===== config.mk =====
export PLATFORM = sky130hd
export DESIGN_NAME = graph_query_tokenizer
export DESIGN_NICKNAME = d
export VERILOG_FILES = /design/src/rtl/gqt_pkg.sv /design/src/rtl/gqt_front.sv /design/src/rtl/gqt_fifo.sv /design/src/rtl/gqt_back.sv /design/src/rtl/graph_query_tokenizer.sv
export SDC_FILE = /design/constraint.sdc
export NUM_CORES = 2
export LEC_CHECK = 0
export ABC_CLOCK_PERIOD_IN_PS = 16300
export BUFFER_PORTS_ARGS = -buffer_cell sky130_fd_sc_hd__buf_2
export CAP_MARGIN = 5
export CORE_ASPECT_RATIO = 1.4
export CORE_MARGIN = 5
export CORE_UTILIZATION = 64
export CTS_BUF_LIST = sky130_fd_sc_hd__clkbuf_16
export DETAILED_ROUTE_END_ITERATION = 6
export GPL_ROUTABILITY_DRIVEN = 1
export PLACE_DENSITY = 0.79
export SLEW_MARGIN = 20
export SYNTH_ARGS = -nofsm -noshare
export SYNTH_HDL_FRONTEND = slang
export SYNTH_SLANG_ARGS = --single-unit

===== constraint.sdc =====
create_clock -name clk -period 16.3 [get_ports clk]
set_input_delay 3.26 -clock clk [delete_from_list [all_inputs] [get_ports clk]]
set_output_delay 3.26 -clock clk [all_outputs]
set_load 0.05 [all_outputs]

===== src/rtl/gqt_pkg.sv =====
`default_nettype none
package gqt_pkg;

	localparam int KEYWORD_COUNT   = 42;
	localparam int TABLE_ENTRIES   = 42;
	localparam int KEYWORD_MAX_LEN = 13;
	localparam int MAX_QUERY_BYTES = 65536;
	localparam int OFFSET_MAX      = (MAX_QUERY_BYTES - 1) < 65535 ? (MAX_QUERY_BYTES - 1) : 65535;
	localparam int KW_TEXT_BYTES   = 13;
	localparam int MAX_TOKENS      = 4;
	localparam int QUEUE_DEPTH     = 4;
	localparam int CNT_W           = $clog2(MAX_TOKENS + 1);

	localparam logic [16:0] SAT16   = 17'd65535;
	localparam logic [16:0] OFF_LIM = 17'(OFFSET_MAX);

	localparam logic [5:0] K_EOF    = 6'd0;
	localparam logic [5:0] K_ERR    = 6'd1;
	localparam logic [5:0] K_IDENT  = 6'd2;
	localparam logic [5:0] K_INT    = 6'd3;
	localparam logic [5:0] K_FLOAT  = 6'd4;
	localparam logic [5:0] K_STR    = 6'd5;
	localparam logic [5:0] K_PARAM  = 6'd6;
	localparam logic [5:0] K_NOT    = 6'd25;
	localparam logic [5:0] K_XOR    = 6'd26;
	localparam logic [5:0] K_LPAREN = 6'd32;
	localparam logic [5:0] K_RPAREN = 6'd33;
	localparam logic [5:0] K_LBRACK = 6'd34;
	localparam logic [5:0] K_RBRACK = 6'd35;
	localparam logic [5:0] K_LBRACE = 6'd36;
	localparam logic [5:0] K_RBRACE = 6'd37;
	localparam logic [5:0] K_COMMA  = 6'd38;
	localparam logic [5:0] K_SEMI   = 6'd39;
	localparam logic [5:0] K_COLON  = 6'd40;
	localparam logic [5:0] K_PIPE   = 6'd41;
	localparam logic [5:0] K_AT     = 6'd42;
	localparam logic [5:0] K_DOT    = 6'd43;
	localparam logic [5:0] K_STAR   = 6'd44;
	localparam logic [5:0] K_PLUS   = 6'd45;
	localparam logic [5:0] K_DIV    = 6'd46;
	localparam logic [5:0] K_MOD    = 6'd47;
	localparam logic [5:0] K_EQ     = 6'd48;
	localparam logic [5:0] K_NE     = 6'd49;
	localparam logic [5:0] K_LT     = 6'd50;
	localparam logic [5:0] K_LE     = 6'd51;
	localparam logic [5:0] K_GT     = 6'd52;
	localparam logic [5:0] K_GE     = 6'd53;
	localparam logic [5:0] K_ARROW  = 6'd54;
	localparam logic [5:0] K_MINUS  = 6'd55;

	typedef struct packed {
		logic [5:0]  kind;
		logic [15:0] offset;
		logic [15:0] length;
		logic [15:0] line;
		logic [15:0] column;
	} token_t;

	typedef struct packed {
		token_t [MAX_TOKENS-1:0] tok;
		logic [CNT_W-1:0]        cnt;
	} bundle_t;

	typedef struct packed {
		logic full;
		logic empty;
	} fifo_status_t;

	typedef struct packed {
		logic [8*KW_TEXT_BYTES-1:0] text;
		logic [4:0]                 len;
		logic [5:0]                 kind;
	} kw_entry_t;

	function automatic kw_entry_t kwe(logic [8*KW_TEXT_BYTES-1:0] t, int l, int kd);
		kw_entry_t r;
		r.text = t;
		r.len  = 5'(l);
		r.kind = 6'(kd);
		return r;
	endfunction

	function automatic kw_entry_t kw_entry(int k);
		kw_entry_t r;
		unique case (k)
			0: r = kwe("MATCH", 5, 7);
			1: r = kwe("RETURN", 6, 8);
			2: r = kwe("WHERE", 5, 9);
			3: r = kwe("CREATE", 6, 10);
			4: r = kwe("DELETE", 6, 11);
			5: r = kwe("SET", 3, 12);
			6: r = kwe("REMOVE", 6, 13);
			7: r = kwe("WITH", 4, 14);
			8: r = kwe("OPTIONAL", 8, 15);
			9: r = kwe("UNWIND", 6, 16);
			10: r = kwe("AS", 2, 17);
			11: r = kwe("DISTINCT", 8, 18);
			12: r = kwe("ORDER", 5, 19);
			13: r = kwe("BY", 2, 20);
			14: r = kwe("SKIP", 4, 21);
			15: r = kwe("LIMIT", 5, 22);
			16: r = kwe("AND", 3, 23);
			17: r = kwe("OR", 2, 24);
			18: r = kwe("NOT", 3, 25);
			19: r = kwe("XOR", 3, 26);
			20: r = kwe("NULL", 4, 27);
			21: r = kwe("TRUE", 4, 28);
			22: r = kwe("FALSE", 5, 29);
			23: r = kwe("count", 5, 30);
			24: r = kwe("sum", 3, 30);
			25: r = kwe("avg", 3, 30);
			26: r = kwe("min", 3, 30);
			27: r = kwe("max", 3, 30);
			28: r = kwe("collect", 7, 30);
			29: r = kwe("properties", 10, 31);
			30: r = kwe("type", 4, 31);
			31: r = kwe("labels", 6, 31);
			32: r = kwe("id", 2, 31);
			33: r = kwe("startNode", 9, 31);
			34: r = kwe("endNode", 7, 31);
			35: r = kwe("nodes", 5, 31);
			36: r = kwe("relationships", 13, 31);
			37: r = kwe("HEAD", 4, 31);
			38: r = kwe("TAIL", 4, 31);
			39: r = kwe("SIZE", 4, 31);
			40: r = kwe("EXISTS", 6, 31);
			41: r = kwe("COALESCE", 8, 31);
			default: r = kwe('0, 0, 0);
		endcase
		return r;
	endfunction

	function automatic logic [15:0] sat_lim(logic [15:0] a, logic [15:0] b, logic [16:0] lim);
		logic [16:0] s;
		s = {1'b0, a} + {1'b0, b};
		return (s > lim) ? lim[15:0] : s[15:0];
	endfunction

	function automatic token_t mk_tok(logic [5:0] kind, logic [15:0] off, logic [15:0] len,
			logic [15:0] line, logic [15:0] col);
		token_t t;
		t.kind   = kind;
		t.offset = off;
		t.length = len;
		t.line   = line;
		t.column = col;
		return t;
	endfunction

endpackage
`default_nettype wire


===== src/rtl/gqt_front.sv =====
`default_nettype none
module gqt_front #(
	parameter int KEYWORD_COUNT = gqt_pkg::KEYWORD_COUNT
) (
	input  wire logic             clk,
	input  wire logic             arst_n,
	input  wire logic             accept,
	input  wire logic [7:0]       in_byte,
	input  wire logic             byte_valid,
	input  wire logic             end_of_input,
	output gqt_pkg::bundle_t      bundle
);

	typedef enum logic [13:0] {
		M_IDLE    = 14'b00000000000001,
		M_SLASH   = 14'b00000000000010,
		M_COMMENT = 14'b00000000000100,
		M_IDENT   = 14'b00000000001000,
		M_PARAM   = 14'b00000000010000,
		M_MINUS   = 14'b00000000100000,
		M_INT     = 14'b00000001000000,
		M_INT_DOT = 14'b00000010000000,
		M_FLOAT   = 14'b00000100000000,
		M_STRING  = 14'b00001000000000,
		M_EQ      = 14'b00010000000000,
		M_BANG    = 14'b00100000000000,
		M_LT      = 14'b01000000000000,
		M_GT      = 14'b10000000000000
	} mode_t;

	localparam logic [KEYWORD_COUNT-1:0] ALL_HITS = '1;

	mode_t                    mode_q, mode_d;
	logic [15:0]              off_q, off_d, line_q, line_d, col_q, col_d;
	logic [15:0]              ts_q, ts_d, tl_q, tl_d, tln_q, tln_d, tc_q, tc_d;
	logic [KEYWORD_COUNT-1:0] hits_q, hits_d;
	logic                     quote_q, quote_d, esc_q, esc_d;

	function automatic logic is_alpha(logic [7:0] c);
		logic [7:0] l;
		l = c | 8'h20;
		return l >= 8'h61 && l <= 8'h7a;
	endfunction

	function automatic logic is_digit(logic [7:0] c);
		return c >= 8'h30 && c <= 8'h39;
	endfunction

	function automatic logic is_word(logic [7:0] c);
		return is_alpha(c) || is_digit(c) || c == 8'h5f;
	endfunction

	function automatic logic [KEYWORD_COUNT-1:0] hits_next(logic [KEYWORD_COUNT-1:0] h,
			logic [15:0] p, logic [7:0] c);
		gqt_pkg::kw_entry_t e;
		logic [KEYWORD_COUNT-1:0] r;
		int idx;
		r = h;
		for (int k = 0; k < KEYWORD_COUNT; k++) begin
			if (k < gqt_pkg::TABLE_ENTRIES) begin
				e = gqt_pkg::kw_entry(k);
				if (p >= 16'(gqt_pkg::KEYWORD_MAX_LEN) || p >= 16'(e.len)) begin
					r[k] = 1'b0;
				end else begin
					idx = 8 * (int'(e.len) - 1 - int'(p[4:0]));
					if (e.text[idx +: 8] != c) r[k] = 1'b0;
				end
			end
		end
		return r;
	endfunction

	function automatic logic [5:0] ident_kind(logic [KEYWORD_COUNT-1:0] h, logic [15:0] len);
		gqt_pkg::kw_entry_t e;
		logic [5:0] kd;
		kd = gqt_pkg::K_IDENT;
		for (int k = KEYWORD_COUNT - 1; k >= 0; k--) begin
			if (k < gqt_pkg::TABLE_ENTRIES) begin
				e = gqt_pkg::kw_entry(k);
				if (h[k] && 16'(e.len) == len) kd = e.kind;
			end
		end
		return kd;
	endfunction

	always_comb begin
		gqt_pkg::token_t [gqt_pkg::MAX_TOKENS-1:0] tk;
		logic [gqt_pkg::CNT_W-1:0] n;
		logic consumed;
		logic [7:0] c;
		logic [7:0] qc;
		tk = '0;
		n = '0;
		consumed = 1'b0;
		c = in_byte;
		mode_d = mode_q;
		off_d = off_q;
		line_d = line_q;
		col_d = col_q;
		ts_d = ts_q;
		tl_d = tl_q;
		tln_d = tln_q;
		tc_d = tc_q;
		hits_d = hits_q;
		quote_d = quote_q;
		esc_d = esc_q;
		qc = quote_q ? 8'h22 : 8'h27;
		if (byte_valid) begin
			unique case (mode_q)
				M_IDLE: consumed = 1'b0;
				M_SLASH: begin
					if (c == 8'h2f) begin
						mode_d = M_COMMENT;
						consumed = 1'b1;
					end else begin
						tk[n[1:0]] = gqt_pkg::mk_tok(gqt_pkg::K_DIV, ts_d, tl_d, tln_d, tc_d);
						n = n + 1'b1;
					end
				end
				M_COMMENT: begin
					if (c == 8'h0a) mode_d = M_IDLE;
					consumed = 1'b1;
				end
				M_IDENT: begin
					if (is_word(c)) begin
						hits_d = hits_next(hits_q, tl_q, c);
						tl_d = gqt_pkg::sat_lim(tl_q, 16'd1, gqt_pkg::SAT16);
						consumed = 1'b1;
					end else begin
						tk[n[1:0]] = gqt_pkg::mk_tok(ident_kind(hits_q, tl_q), ts_d, tl_d,
							tln_d, tc_d);
						n = n + 1'b1;
					end
				end
				M_PARAM: begin
					if (is_word(c)) begin
						tl_d = gqt_pkg::sat_lim(tl_q, 16'd1, gqt_pkg::SAT16);
						consumed = 1'b1;
					end else begin
						tk[n[1:0]] = gqt_pkg::mk_tok(gqt_pkg::K_PARAM, ts_d, tl_d, tln_d, tc_d);
						n = n + 1'b1;
					end
				end
				M_MINUS: begin
					if (is_digit(c)) begin
						tl_d = 16'd2;
						mode_d = M_INT;
						consumed = 1'b1;
					end else if (c == 8'h3e) begin
						tl_d = 16'd2;
						tk[n[1:0]] = gqt_pkg::mk_tok(gqt_pkg::K_ARROW, ts_d, tl_d, tln_d, tc_d);
						n = n + 1'b1;
						mode_d = M_IDLE;
						consumed = 1'b1;
					end else begin
						tk[n[1:0]] = gqt_pkg::mk_tok(gqt_pkg::K_MINUS, ts_d, tl_d, tln_d, tc_d);
						n = n + 1'b1;
					end
				end
				M_INT: begin
					if (is_digit(c)) begin
						tl_d = gqt_pkg::sat_lim(tl_q, 16'd1, gqt_pkg::SAT16);
						consumed = 1'b1;
					end else if (c == 8'h2e) begin
						mode_d = M_INT_DOT;
						consumed = 1'b1;
					end else begin
						tk[n[1:0]] = gqt_pkg::mk_tok(gqt_pkg::K_INT, ts_d, tl_d, tln_d, tc_d);
						n = n + 1'b1;
					end
				end
				M_INT_DOT: begin
					if (is_digit(c)) begin
						tl_d = gqt_pkg::sat_lim(tl_q, 16'd2, gqt_pkg::SAT16);
						mode_d = M_FLOAT;
						consumed = 1'b1;
					end else begin
						tk[n[1:0]] = gqt_pkg::mk_tok(gqt_pkg::K_INT, ts_d, tl_d, tln_d, tc_d);
						n = n + 1'b1;
						tk[n[1:0]] = gqt_pkg::mk_tok(gqt_pkg::K_DOT,
							gqt_pkg::sat_lim(ts_d, tl_d, gqt_pkg::OFF_LIM), 16'd1, tln_d,
							gqt_pkg::sat_lim(tc_d, tl_d, gqt_pkg::SAT16));
						n = n + 1'b1;
					end
				end
				M_FLOAT: begin
					if (is_digit(c)) begin
						tl_d = gqt_pkg::sat_lim(tl_q, 16'd1, gqt_pkg::SAT16);
						consumed = 1'b1;
					end else begin
						tk[n[1:0]] = gqt_pkg::mk_tok(gqt_pkg::K_FLOAT, ts_d, tl_d, tln_d, tc_d);
						n = n + 1'b1;
					end
				end
				M_STRING: begin
					consumed = 1'b1;
					if (c == qc && !esc_q) begin
						tk[n[1:0]] = gqt_pkg::mk_tok(gqt_pkg::K_STR,
							gqt_pkg::sat_lim(ts_q, 16'd1, gqt_pkg::OFF_LIM), tl_q, tln_q,
							gqt_pkg::sat_lim(tc_q, 16'd1, gqt_pkg::SAT16));
						n = n + 1'b1;
						mode_d = M_IDLE;
					end else begin
						esc_d = (c == 8'h5c);
						tl_d = gqt_pkg::sat_lim(tl_q, 16'd1, gqt_pkg::SAT16);
					end
				end
				M_EQ: begin
					if (c == 8'h3d) begin
						tl_d = 16'd2;
						mode_d = M_IDLE;
						consumed = 1'b1;
					end
					tk[n[1:0]] = gqt_pkg::mk_tok(gqt_pkg::K_EQ, ts_d, tl_d, tln_d, tc_d);
					n = n + 1'b1;
				end
				M_BANG: begin
					if (c == 8'h3d) begin
						tl_d = 16'd2;
						tk[n[1:0]] = gqt_pkg::mk_tok(gqt_pkg::K_NE, ts_d, tl_d, tln_d, tc_d);
						mode_d = M_IDLE;
						consumed = 1'b1;
					end else begin
						tk[n[1:0]] = gqt_pkg::mk_tok(gqt_pkg::K_NOT, ts_d, tl_d, tln_d, tc_d);
					end
					n = n + 1'b1;
				end
				M_LT: begin
					if (c == 8'h3d || c == 8'h2d) begin
						tl_d = 16'd2;
						tk[n[1:0]] = gqt_pkg::mk_tok((c == 8'h3d) ? gqt_pkg::K_LE : gqt_pkg::K_ARROW,
							ts_d, tl_d, tln_d, tc_d);
						mode_d = M_IDLE;
						consumed = 1'b1;
					end else begin
						tk[n[1:0]] = gqt_pkg::mk_tok(gqt_pkg::K_LT, ts_d, tl_d, tln_d, tc_d);
					end
					n = n + 1'b1;
				end
				M_GT: begin
					if (c == 8'h3d) begin
						tl_d = 16'd2;
						tk[n[1:0]] = gqt_pkg::mk_tok(gqt_pkg::K_GE, ts_d, tl_d, tln_d, tc_d);
						mode_d = M_IDLE;
						consumed = 1'b1;
					end else begin
						tk[n[1:0]] = gqt_pkg::mk_tok(gqt_pkg::K_GT, ts_d, tl_d, tln_d, tc_d);
					end
					n = n + 1'b1;
				end
				default: consumed = 1'b0;
			endcase

			if (!consumed) begin
				mode_d = M_IDLE;
				if (c == 8'h20 || c == 8'h09 || c == 8'h0d || c == 8'h0a) begin
					mode_d = M_IDLE;
				end else if (is_alpha(c) || c == 8'h5f || is_digit(c) || c == 8'h27 ||
						c == 8'h22 || c == 8'h2f || c == 8'h2d || c == 8'h24 || c == 8'h3d ||
						c == 8'h21 || c == 8'h3c || c == 8'h3e) begin
					ts_d = off_q;
					tln_d = line_q;
					tc_d = col_q;
					tl_d = 16'd1;
					if (is_alpha(c) || c == 8'h5f) begin
						mode_d = M_IDENT;
						hits_d = hits_next(ALL_HITS, 16'd0, c);
					end else if (is_digit(c)) begin
						mode_d = M_INT;
					end else if (c == 8'h27 || c == 8'h22) begin
						mode_d = M_STRING;
						tl_d = 16'd0;
						quote_d = (c == 8'h22);
						esc_d = 1'b0;
					end else if (c == 8'h2f) begin
						mode_d = M_SLASH;
					end else if (c == 8'h2d) begin
						mode_d = M_MINUS;
					end else if (c == 8'h24) begin
						mode_d = M_PARAM;
					end else if (c == 8'h3d) begin
						mode_d = M_EQ;
					end else if (c == 8'h21) begin
						mode_d = M_BANG;
					end else if (c == 8'h3c) begin
						mode_d = M_LT;
					end else begin
						mode_d = M_GT;
					end
				end else begin
					logic [5:0] sk;
					unique case (c)
						8'h28: sk = gqt_pkg::K_LPAREN;
						8'h29: sk = gqt_pkg::K_RPAREN;
						8'h5b: sk = gqt_pkg::K_LBRACK;
						8'h5d: sk = gqt_pkg::K_RBRACK;
						8'h7b: sk = gqt_pkg::K_LBRACE;
						8'h7d: sk = gqt_pkg::K_RBRACE;
						8'h2c: sk = gqt_pkg::K_COMMA;
						8'h3b: sk = gqt_pkg::K_SEMI;
						8'h3a: sk = gqt_pkg::K_COLON;
						8'h7c: sk = gqt_pkg::K_PIPE;
						8'h40: sk = gqt_pkg::K_AT;
						8'h2e: sk = gqt_pkg::K_DOT;
						8'h2a: sk = gqt_pkg::K_STAR;
						8'h2b: sk = gqt_pkg::K_PLUS;
						8'h25: sk = gqt_pkg::K_MOD;
						8'h5e: sk = gqt_pkg::K_XOR;
						default: sk = gqt_pkg::K_ERR;
					endcase
					tk[n[1:0]] = gqt_pkg::mk_tok(sk, off_q, 16'd1, line_q, col_q);
					n = n + 1'b1;
				end
			end

			off_d = gqt_pkg::sat_lim(off_q, 16'd1, gqt_pkg::OFF_LIM);
			if (c == 8'h0a) begin
				line_d = gqt_pkg::sat_lim(line_q, 16'd1, gqt_pkg::SAT16);
				col_d = 16'd1;
			end else begin
				col_d = gqt_pkg::sat_lim(col_q, 16'd1, gqt_pkg::SAT16);
			end
		end

		if (end_of_input) begin
			unique case (mode_d)
				M_IDLE, M_COMMENT: consumed = consumed;
				M_SLASH: begin
					tk[n[1:0]] = gqt_pkg::mk_tok(gqt_pkg::K_DIV, ts_d, tl_d, tln_d, tc_d);
					n = n + 1'b1;
				end
				M_IDENT: begin
					tk[n[1:0]] = gqt_pkg::mk_tok(ident_kind(hits_d, tl_d), ts_d, tl_d,
						tln_d, tc_d);
					n = n + 1'b1;
				end
				M_PARAM: begin
					tk[n[1:0]] = gqt_pkg::mk_tok(gqt_pkg::K_PARAM, ts_d, tl_d, tln_d, tc_d);
					n = n + 1'b1;
				end
				M_MINUS: begin
					tk[n[1:0]] = gqt_pkg::mk_tok(gqt_pkg::K_MINUS, ts_d, tl_d, tln_d, tc_d);
					n = n + 1'b1;
				end
				M_INT: begin
					tk[n[1:0]] = gqt_pkg::mk_tok(gqt_pkg::K_INT, ts_d, tl_d, tln_d, tc_d);
					n = n + 1'b1;
				end
				M_INT_DOT: begin
					tk[n[1:0]] = gqt_pkg::mk_tok(gqt_pkg::K_INT, ts_d, tl_d, tln_d, tc_d);
					n = n + 1'b1;
					tk[n[1:0]] = gqt_pkg::mk_tok(gqt_pkg::K_DOT,
						gqt_pkg::sat_lim(ts_d, tl_d, gqt_pkg::OFF_LIM), 16'd1, tln_d,
						gqt_pkg::sat_lim(tc_d, tl_d, gqt_pkg::SAT16));
					n = n + 1'b1;
				end
				M_FLOAT: begin
					tk[n[1:0]] = gqt_pkg::mk_tok(gqt_pkg::K_FLOAT, ts_d, tl_d, tln_d, tc_d);
					n = n + 1'b1;
				end
				M_STRING: begin
					tk[n[1:0]] = gqt_pkg::mk_tok(gqt_pkg::K_ERR, ts_d,
						gqt_pkg::sat_lim(tl_d, 16'd1, gqt_pkg::SAT16), tln_d, tc_d);
					n = n + 1'b1;
				end
				M_EQ: begin
					tk[n[1:0]] = gqt_pkg::mk_tok(gqt_pkg::K_EQ, ts_d, tl_d, tln_d, tc_d);
					n = n + 1'b1;
				end
				M_BANG: begin
					tk[n[1:0]] = gqt_pkg::mk_tok(gqt_pkg::K_NOT, ts_d, tl_d, tln_d, tc_d);
					n = n + 1'b1;
				end
				M_LT: begin
					tk[n[1:0]] = gqt_pkg::mk_tok(gqt_pkg::K_LT, ts_d, tl_d, tln_d, tc_d);
					n = n + 1'b1;
				end
				M_GT: begin
					tk[n[1:0]] = gqt_pkg::mk_tok(gqt_pkg::K_GT, ts_d, tl_d, tln_d, tc_d);
					n = n + 1'b1;
				end
				default: consumed = consumed;
			endcase
			tk[n[1:0]] = gqt_pkg::mk_tok(gqt_pkg::K_EOF, off_d, 16'd0, line_d, col_d);
			n = n + 1'b1;
			mode_d = M_IDLE;
			off_d = 16'd0;
			line_d = 16'd1;
			col_d = 16'd1;
			ts_d = 16'd0;
			tl_d = 16'd0;
			tln_d = 16'd1;
			tc_d = 16'd1;
			hits_d = ALL_HITS;
			quote_d = 1'b0;
			esc_d = 1'b0;
		end
		bundle.tok = tk;
		bundle.cnt = n;
	end

	always_ff @(posedge clk or negedge arst_n) begin
		if (!arst_n) begin
			mode_q <= M_IDLE;
			off_q <= 16'd0;
			line_q <= 16'd1;
			col_q <= 16'd1;
			ts_q <= 16'd0;
			tl_q <= 16'd0;
			tln_q <= 16'd1;
			tc_q <= 16'd1;
			hits_q <= ALL_HITS;
			quote_q <= 1'b0;
			esc_q <= 1'b0;
		end else if (accept) begin
			mode_q <= mode_d;
			off_q <= off_d;
			line_q <= line_d;
			col_q <= col_d;
			ts_q <= ts_d;
			tl_q <= tl_d;
			tln_q <= tln_d;
			tc_q <= tc_d;
			hits_q <= hits_d;
			quote_q <= quote_d;
			esc_q <= esc_d;
		end
	end

endmodule
`default_nettype wire


===== src/rtl/gqt_fifo.sv =====
`default_nettype none
module gqt_fifo (
	input  wire logic                  clk,
	input  wire logic                  arst_n,
	input  wire logic                  wr_en,
	input  wire gqt_pkg::bundle_t      wr_data,
	input  wire logic                  rd_en,
	output gqt_pkg::bundle_t           rd_data,
	output gqt_pkg::fifo_status_t      status
);

	localparam int DEPTH = gqt_pkg::QUEUE_DEPTH;
	localparam int PW    = $clog2(DEPTH);
	localparam int CW    = $clog2(DEPTH + 1);

	gqt_pkg::bundle_t mem_q [DEPTH];
	logic [PW-1:0]    wp_q, rp_q;
	logic [CW-1:0]    cnt_q;

	assign rd_data      = mem_q[rp_q];
	assign status.full  = (cnt_q == CW'(DEPTH));
	assign status.empty = (cnt_q == '0);

	always_ff @(posedge clk) begin
		if (wr_en) mem_q[wp_q] <= wr_data;
	end

	always_ff @(posedge clk or negedge arst_n) begin
		if (!arst_n) begin
			wp_q <= '0;
			rp_q <= '0;
			cnt_q <= '0;
		end else begin
			if (wr_en) wp_q <= (wp_q == PW'(DEPTH - 1)) ? '0 : wp_q + 1'b1;
			if (rd_en) rp_q <= (rp_q == PW'(DEPTH - 1)) ? '0 : rp_q + 1'b1;
			if (wr_en && !rd_en) cnt_q <= cnt_q + 1'b1;
			else if (rd_en && !wr_en) cnt_q <= cnt_q - 1'b1;
		end
	end

endmodule
`default_nettype wire


===== src/rtl/gqt_back.sv =====
`default_nettype none
module gqt_back (
	input  wire logic                  clk,
	input  wire logic                  arst_n,
	input  wire gqt_pkg::bundle_t      head,
	input  wire gqt_pkg::fifo_status_t status,
	input  wire logic                  pop,
	output logic                       deq,
	output logic [5:0]                 token_kind,
	output logic [15:0]                token_offset,
	output logic [15:0]                token_length,
	output logic [15:0]                token_line,
	output logic [15:0]                token_column,
	output logic                       last_of_run
);

	localparam int IW = $clog2(gqt_pkg::MAX_TOKENS);

	logic [IW-1:0]   idx_q;
	gqt_pkg::token_t cur;

	assign cur          = head.tok[idx_q];
	assign token_kind   = cur.kind;
	assign token_offset = cur.offset;
	assign token_length = cur.length;
	assign token_line   = cur.line;
	assign token_column = cur.column;
	assign last_of_run  = ({1'b0, idx_q} + 1'b1) == gqt_pkg::CNT_W'(head.cnt);
	assign deq          = pop && !status.empty && last_of_run;

	always_ff @(posedge clk or negedge arst_n) begin
		if (!arst_n) begin
			idx_q <= '0;
		end else if (pop && !status.empty) begin
			idx_q <= last_of_run ? '0 : idx_q + 1'b1;
		end
	end

endmodule
`default_nettype wire


===== src/rtl/graph_query_tokenizer.sv =====
`default_nettype none
// Streaming lexer for a graph query language, one text byte per item. An item is taken every
// cycle while full is low; the lexer state updates in that cycle and the tokens the item closes
// (up to four, the last flagged by last_of_run) go as one group into a four-deep queue. Tokens
// leave one per cycle on pop while empty is low, and a group leaves the queue only with its
// last token; full rises only once four such groups wait. end_of_input flushes the open
// token, emits EOF and returns offset, line and column to their start values.
module graph_query_tokenizer #(
	parameter int KEYWORD_COUNT = gqt_pkg::KEYWORD_COUNT
) (
	input  wire logic        clk,
	input  wire logic        arst_n,
	input  wire logic        push,
	output logic             full,
	input  wire logic [7:0]  in_byte,
	input  wire logic        byte_valid,
	input  wire logic        end_of_input,
	output logic             empty,
	input  wire logic        pop,
	output logic [5:0]       token_kind,
	output logic [15:0]      token_offset,
	output logic [15:0]      token_length,
	output logic [15:0]      token_line,
	output logic [15:0]      token_column,
	output logic             last_of_run
);

	gqt_pkg::bundle_t      bundle, head;
	gqt_pkg::fifo_status_t status;
	logic                  accept, deq;

	assign accept = push && !full;
	assign full   = status.full;
	assign empty  = status.empty;

	gqt_front #(.KEYWORD_COUNT(KEYWORD_COUNT)) u_front (
		.clk, .arst_n, .accept, .in_byte, .byte_valid, .end_of_input, .bundle
	);

	gqt_fifo u_fifo (
		.clk, .arst_n, .wr_en(accept && bundle.cnt != '0), .wr_data(bundle),
		.rd_en(deq), .rd_data(head), .status
	);

	gqt_back u_back (
		.clk, .arst_n, .head, .status, .pop, .deq, .token_kind, .token_offset,
		.token_length, .token_line, .token_column, .last_of_run
	);

	a_full_not_empty: assert property (@(posedge clk) disable iff (!arst_n)
		full |-> !empty) else $error("queue full but empty flag set");

	a_eof_queued: assert property (@(posedge clk) disable iff (!arst_n)
		(push && !full && end_of_input) |=> !empty) else $error("end of input left no item");

	a_group_nonempty: assert property (@(posedge clk) disable iff (!arst_n)
		!empty |-> head.cnt != '0) else $error("empty token group in queue");

endmodule
`default_nettype wire


==> metrics.csv, run 1 <==
stage;metric;value;unit
status;status;aborted with a tool error;
status;haltStage;5_1_grt;
status;error;[ERROR GRT-0232] Routing congestion too high. Check the congestion heatmap in the GUI.;
place;port_buffers;86;
logic_synthesis;seq_area_frac_synth;49.6;%
logic_synthesis;syn_avg_cell_area;10.9;µm²
clocking;post-cts-setup-buffers;0;
logic_synthesis;ys.warnings.count;0;
global_route;grt_max_degree;115;
logic_synthesis;postSynth.asyncResetShare;13.7;%
clocking;cts_hold_buffers;0;
clocking;cts_sinks;1311;
global_route;grt.overflow.total;8;
die;die_w;304;µm
logic_synthesis;netlist_area;0.0777;mm²
place;hpwl;235;mm
logic_synthesis;yosysTopAreaCellShare;43.8;%
die;ioPinCount;87;
clocking;htreeDepth;3;
die;fp-row-count;151;
global_route;grt_util_all_layers;64.0;%
logic_synthesis;syn_inst;7113;
logic_synthesis;ys_seq_elements;1311;
logic_synthesis;synth_edf_count;1132;
clocking;clk_path_buf_depth;3;
global_route;antenna_found_initial;72;
clocking;cts_root_buf;clkbuf_16;
die;chipHeight;422;µm
clocking;cts_made_buffers;116;
die;initial_core_util;64.3;%
logic_synthesis;synth_cell_types;120;
logic_synthesis;synth_ff_type;edfxtp_1;
logic_synthesis;yosysTopAreaCell;edfxtp_1;
clocking;cts_resized;0;
place;gp_congestion;1.08;
logic_synthesis;ys_top_cells_by_area;edfxtp_1 (44%), mux4_2 (10%), dfrtp_1 (4.3%), o21ai_0 (3.8%), a21oi_1 (3.5%);
logic_synthesis;syn-num-nets;7240;
==> metal layers <==
layer	track usage [%]	overflow
met2	84.4	4
met5	14.5	1
met1	64.1	0
met3	44.6	0
met4	62.3	3
==> Yosys cell counts (20+ instances only) <==
| cell type | n |
|---|---|
| a211oi_1 | 78 |
| a21o_1 | 58 |
| a21oi_1 | 536 |
| a221oi_1 | 36 |
| a22o_1 | 44 |
| a22oi_1 | 131 |
| a31o_2 | 20 |
| a31oi_1 | 89 |
| a32oi_1 | 21 |
| and2_1 | 40 |
| and3_1 | 91 |
| buf_1 | 61 |
| buf_2 | 47 |
| clkbuf_1 | 508 |
| dfrtp_1 | 132 |
| dfstp_2 | 47 |
| edfxtp_1 | 1132 |
| ha_1 | 108 |
| inv_1 | 109 |
| mux2i_1 | 58 |
| mux4_2 | 353 |
| nand2_1 | 631 |
| nand2b_1 | 44 |
| nand3_1 | 185 |
| nand4_1 | 80 |
| nor2_1 | 558 |
| nor2b_1 | 39 |
| nor3_1 | 150 |
| nor4_1 | 80 |
| o2111ai_1 | 20 |
| o211ai_1 | 46 |
| o21a_1 | 42 |
| o21ai_0 | 595 |
| o21bai_1 | 23 |
| o221ai_1 | 36 |
| o22ai_1 | 117 |
| o31ai_1 | 45 |
| or2_2 | 22 |
| or3_1 | 39 |
| or4_1 | 30 |
| xnor2_1 | 127 |
| xor2_1 | 34 |
==> stage by stage <==
step	hold WS, ps	std cells	setup slack [ps]	cell area [µm²]	util [%]
after CTS	466	8622	4850	83600	69.3
after detailed placement	457	8405	4130	79800	66.1
after global placement	447	8405	4330	79800	66.1
after floorplan	439	7113	1140	77700	-
==> kinds of logic after synthesis <==
family,share of synthesized area [%]
AOI/OAI and AO/OA,18.8
and+or+nand+nor,13.1
DFF,49.6
buffers and inverters,3.69
muxes,11.1
xor gates and xnor gates,1.82
adders and majority gates,1.87
==> inputs of run 2 (changes only) <==
--- a/config.mk
+++ b/config.mk
@@ -8,13 +8,11 @@
 export ABC_CLOCK_PERIOD_IN_PS = 16300
 export BUFFER_PORTS_ARGS = -buffer_cell sky130_fd_sc_hd__buf_2
 export CAP_MARGIN = 5
-export CORE_ASPECT_RATIO = 1.4
 export CORE_MARGIN = 5
-export CORE_UTILIZATION = 64
-export CTS_BUF_LIST = sky130_fd_sc_hd__clkbuf_16
+export CORE_UTILIZATION = 40
 export DETAILED_ROUTE_END_ITERATION = 6
 export GPL_ROUTABILITY_DRIVEN = 1
-export PLACE_DENSITY = 0.79
+export PLACE_DENSITY_LB_ADDON = 0.15
 export SLEW_MARGIN = 20
 export SYNTH_ARGS = -nofsm -noshare
 export SYNTH_HDL_FRONTEND = slang
==> run 2 against run 1 <==
Against the previous run: the flow now finishes without violations; synthesized area did not move; synthesized cell count stayed put.
==> metrics.csv, run 2 <==
stage;metric;value;unit
status;status;completed;
layout;reg_top3;u_fifo.mem_q: 1132 flops, u_front.hits_q: 42 flops;
logic_synthesis;syn_avg_cell_area;10.9;µm²
global_route;antenna_found_initial;14;
setup_path;cp_slowest_cell;nor4_2;
setup_path;crit_arrival;12480;ps
logic_synthesis;syn_inst;7113;
clocking;cts_made_buffers;145;
global_route;met1_usage;40.5;%
clocking;cts_sinks;1311;
die;initial_core_util;40.3;%
logic_synthesis;syn-num-nets;7240;
layout;final_cell_mix;edfxtp_1 (1132), nand2_1 (626), o21ai_0 (591);
setup_path;worstSetupStartpoint;in_byte[3];
setup_path;critPathCapture;u_fifo.mem_q[1][243]$_DFFE_PP_;
die;fp-row-count;161;
layout;max_flop_register;u_fifo.mem_q;
die;die_w;451;µm
routing;via_count;66000;
die;die_area;0.203;mm²
routing;drt-total-wl;319;mm
setup_path;crit_chain;buf_2 -> o21a_1 -> nand2b_1 -> o21ai_4 -> a211o_2 -> or2_1 -> nor4_2 -> mux2i_1 -> nand2_1 -> ha_2 -> o21ai_0 -> o211ai_1 -> ha_2 -> nand2_1 -> and2_1 -> o41a_4 -> and2_4 -> buf_4 -> buf_4;
worst_hold_path;hp-class;reg -> reg;
sta;final_max_slew_viol_count;0;
global_route;top_usage_layer;met2;
global_route;use_met2;46.1;%
global_route;grt_util_all_layers;30.4;%
logic_synthesis;ys_seq_elements;1311;
sta;clock_skew;44.0;ps
layout;multiInputGateArea;0.0365;mm²
logic_synthesis;synth_ff_type;edfxtp_1;
clocking;cts_tree;yes;
job;maxCapViolations;0;
routing;ant_nets;0;
sta;fin_crit_sh;73.9;%
setup_path;crit_path_max_incr_delay;1050;ps
place;dp_slack;3700;ps
layout;drive_gt1_share;15.3;%
layout;nFillCells;17800;
layout;final_common_cell;edfxtp_1;
sta;worstMarginPinSlew;1270;ps
logic_synthesis;seq_area_frac_synth;49.6;%
routing;dr.pass1.iters;7;
clocking;post-cts-setup-buffers;0;
routing;viasPerCell;6.88;
global_route;grt_pass1_wl;457;mm
power;p_total;0.0116;W
global_route;grt_use_met3;6.43;%
setup_path;start_kind;input pin;
clocking;cts_root_buf;clkbuf_16;
global_route;grt_pass1_vias;63300;
global_route;grt_max_degree;94;
power;leakagePower;29.0;nW
logic_synthesis;ys.warnings.count;0;
setup_path;r2r_end;u_fifo.mem_q[2][199]$_DFFE_PP_;
logic_synthesis;postSynth.asyncResetShare;13.7;%
setup_path;crit_type;in -> reg;
logic_synthesis;yosysTopAreaCellShare;43.8;%
global_route;grt.overflow.total;0;
sta;finalSetupTns;0;ps
sta;finalWorstPathRequiredPeriod;12050;ps
clocking;clk_pin_slew;70;ps
clocking;clk_path_buf_depth;3;
setup_path;crit_required;16730;ps
layout;largest_reg_flops;1132;
clocking;htreeDepth;4;
die;chipHeight;451;µm
logic_synthesis;synth_edf_count;1132;
die;ioPinCount;87;
place;gp_congestion;1.01;
sta;setup_viol;0;
clocking;clkLatencyLatePin;840;ps
layout;area_growth;10.1;%
place;port_buffers;86;
routing;drc;0;
clocking;cts_resized;0;
setup_path;ff2ff_setup_slack;6480;ps
sta;rsz0062_at_grt;no;
logic_synthesis;synth_commonest_cells;edfxtp_1 (1132), nand2_1 (631), o21ai_0 (595);
setup_path;r2r_cells;25;
layout;register_area;0.0386;mm²
sta;maxSlewHeadroom;14.6;%
routing;wl_per_cell;33.3;µm
setup_path;r2r-start;u_front.mode_q[11]$_DFFE_PN0P_;
logic_synthesis;netlist_area;0.0777;mm²
sta;fin_ws;4250;ps
place;hpwl;212;mm
logic_synthesis;synth_most_common_cell;edfxtp_1;
routing;drtIter0Drc;9373;
setup_path;end_kind;register;
sta;hold_viol;0;
layout;final_util;44.4;%
sta;max_freq;0.0830;GHz
layout;nets;7058;
clocking;cts_hold_buffers;0;
logic_synthesis;synth_cell_types;120;
logic_synthesis;ys_top_cells_by_area;edfxtp_1 (44%), mux4_2 (10%), dfrtp_1 (4.3%), o21ai_0 (3.8%), a21oi_1 (3.5%);
power;pwr_density_cell;136;mW/mm²
logic_synthesis;yosysTopAreaCell;edfxtp_1;
power;ir_worst_vdd;0.000129;V
setup_path;crit_path_max_fanout;58;
die;fp.coreArea;0.193;mm²
==> run 2: worst max-delay path, delay by kind of cell <==
| kind | cells | cell delay [ps] |
|---|---|---|
| compound gates | 6 | 1820 |
| mux | 1 | 290 |
| buf+inv | 3 | 2110 |
| fa+ha+maj | 2 | 710 |
| simple gates | 7 | 4040 |
==> run 2: kinds of logic (layout without fill, tap and decap cells) <==
family / after synthesis / after routing / synth area share (%)
xor+xnor: 161 / 161 / 1.82
flops: 1311 / 1311 / 49.6
compound gates: 2249 / 2249 / 18.8
buf+inv: 741 / 678 / 3.69
other cells: 0 / 10 / 0
simple gates: 2118 / 2118 / 13.1
fa+ha+maj: 113 / 113 / 1.87
mux: 420 / 420 / 11.1
==> run 2: stage by stage <==
step,cell area [µm²],instances,hold WS [ps]
final,85500,9586,468
after CTS,85500,9576,468
after global placement,80700,9310,447
after floorplan,77700,7113,439
after detailed placement,80700,9310,460
after global routing,85500,9579,492
==> run 2: how the worst min path moves through the flow <==
stage                              startpoint                              to  slack, ps  depth (start not counted)
2_1_floorplan  u_front.hits_q[35]$_DFFE_PN1P_  u_front.hits_q[35]$_DFFE_PN1P_        440                          2
3_3_place_gp   u_front.hits_q[35]$_DFFE_PN1P_  u_front.hits_q[35]$_DFFE_PN1P_        450                          2
3_5_place_dp   u_front.hits_q[35]$_DFFE_PN1P_  u_front.hits_q[35]$_DFFE_PN1P_        460                          2
4_1_cts        u_front.hits_q[35]$_DFFE_PN1P_  u_front.hits_q[35]$_DFFE_PN1P_        470                          2
5_1_grt        u_front.hits_q[35]$_DFFE_PN1P_  u_front.hits_q[35]$_DFFE_PN1P_        490                          2
6_report       u_front.hits_q[35]$_DFFE_PN1P_  u_front.hits_q[35]$_DFFE_PN1P_        470                          2
==> run 2: cell type report <==
type	count	area share (%)
multi-input combinational	5061	42.7
antenna	10	0.0293
timing repair buffer	292	2.39
tap	2526	3.69
inverter	120	0.528
clock inverter	82	1.07
sequential	1311	45.1
clock buffer	184	4.52
==> run 2: metal layers <==
metal	up-vias	wire [µm]
met1	33000	125000
met4	6	21200
met2	4378	141000
met5	-	40
met3	1044	32300
li1	27500	-
==> run 2: power by group <==
group	internal (W)	total, W	switching (W)
Sequential	0.00412	0.00436	0.000231
Combinational	0.00139	0.00395	0.00256
Clock	0.00191	0.00333	0.00142
(Power assumes the default switching activity.)
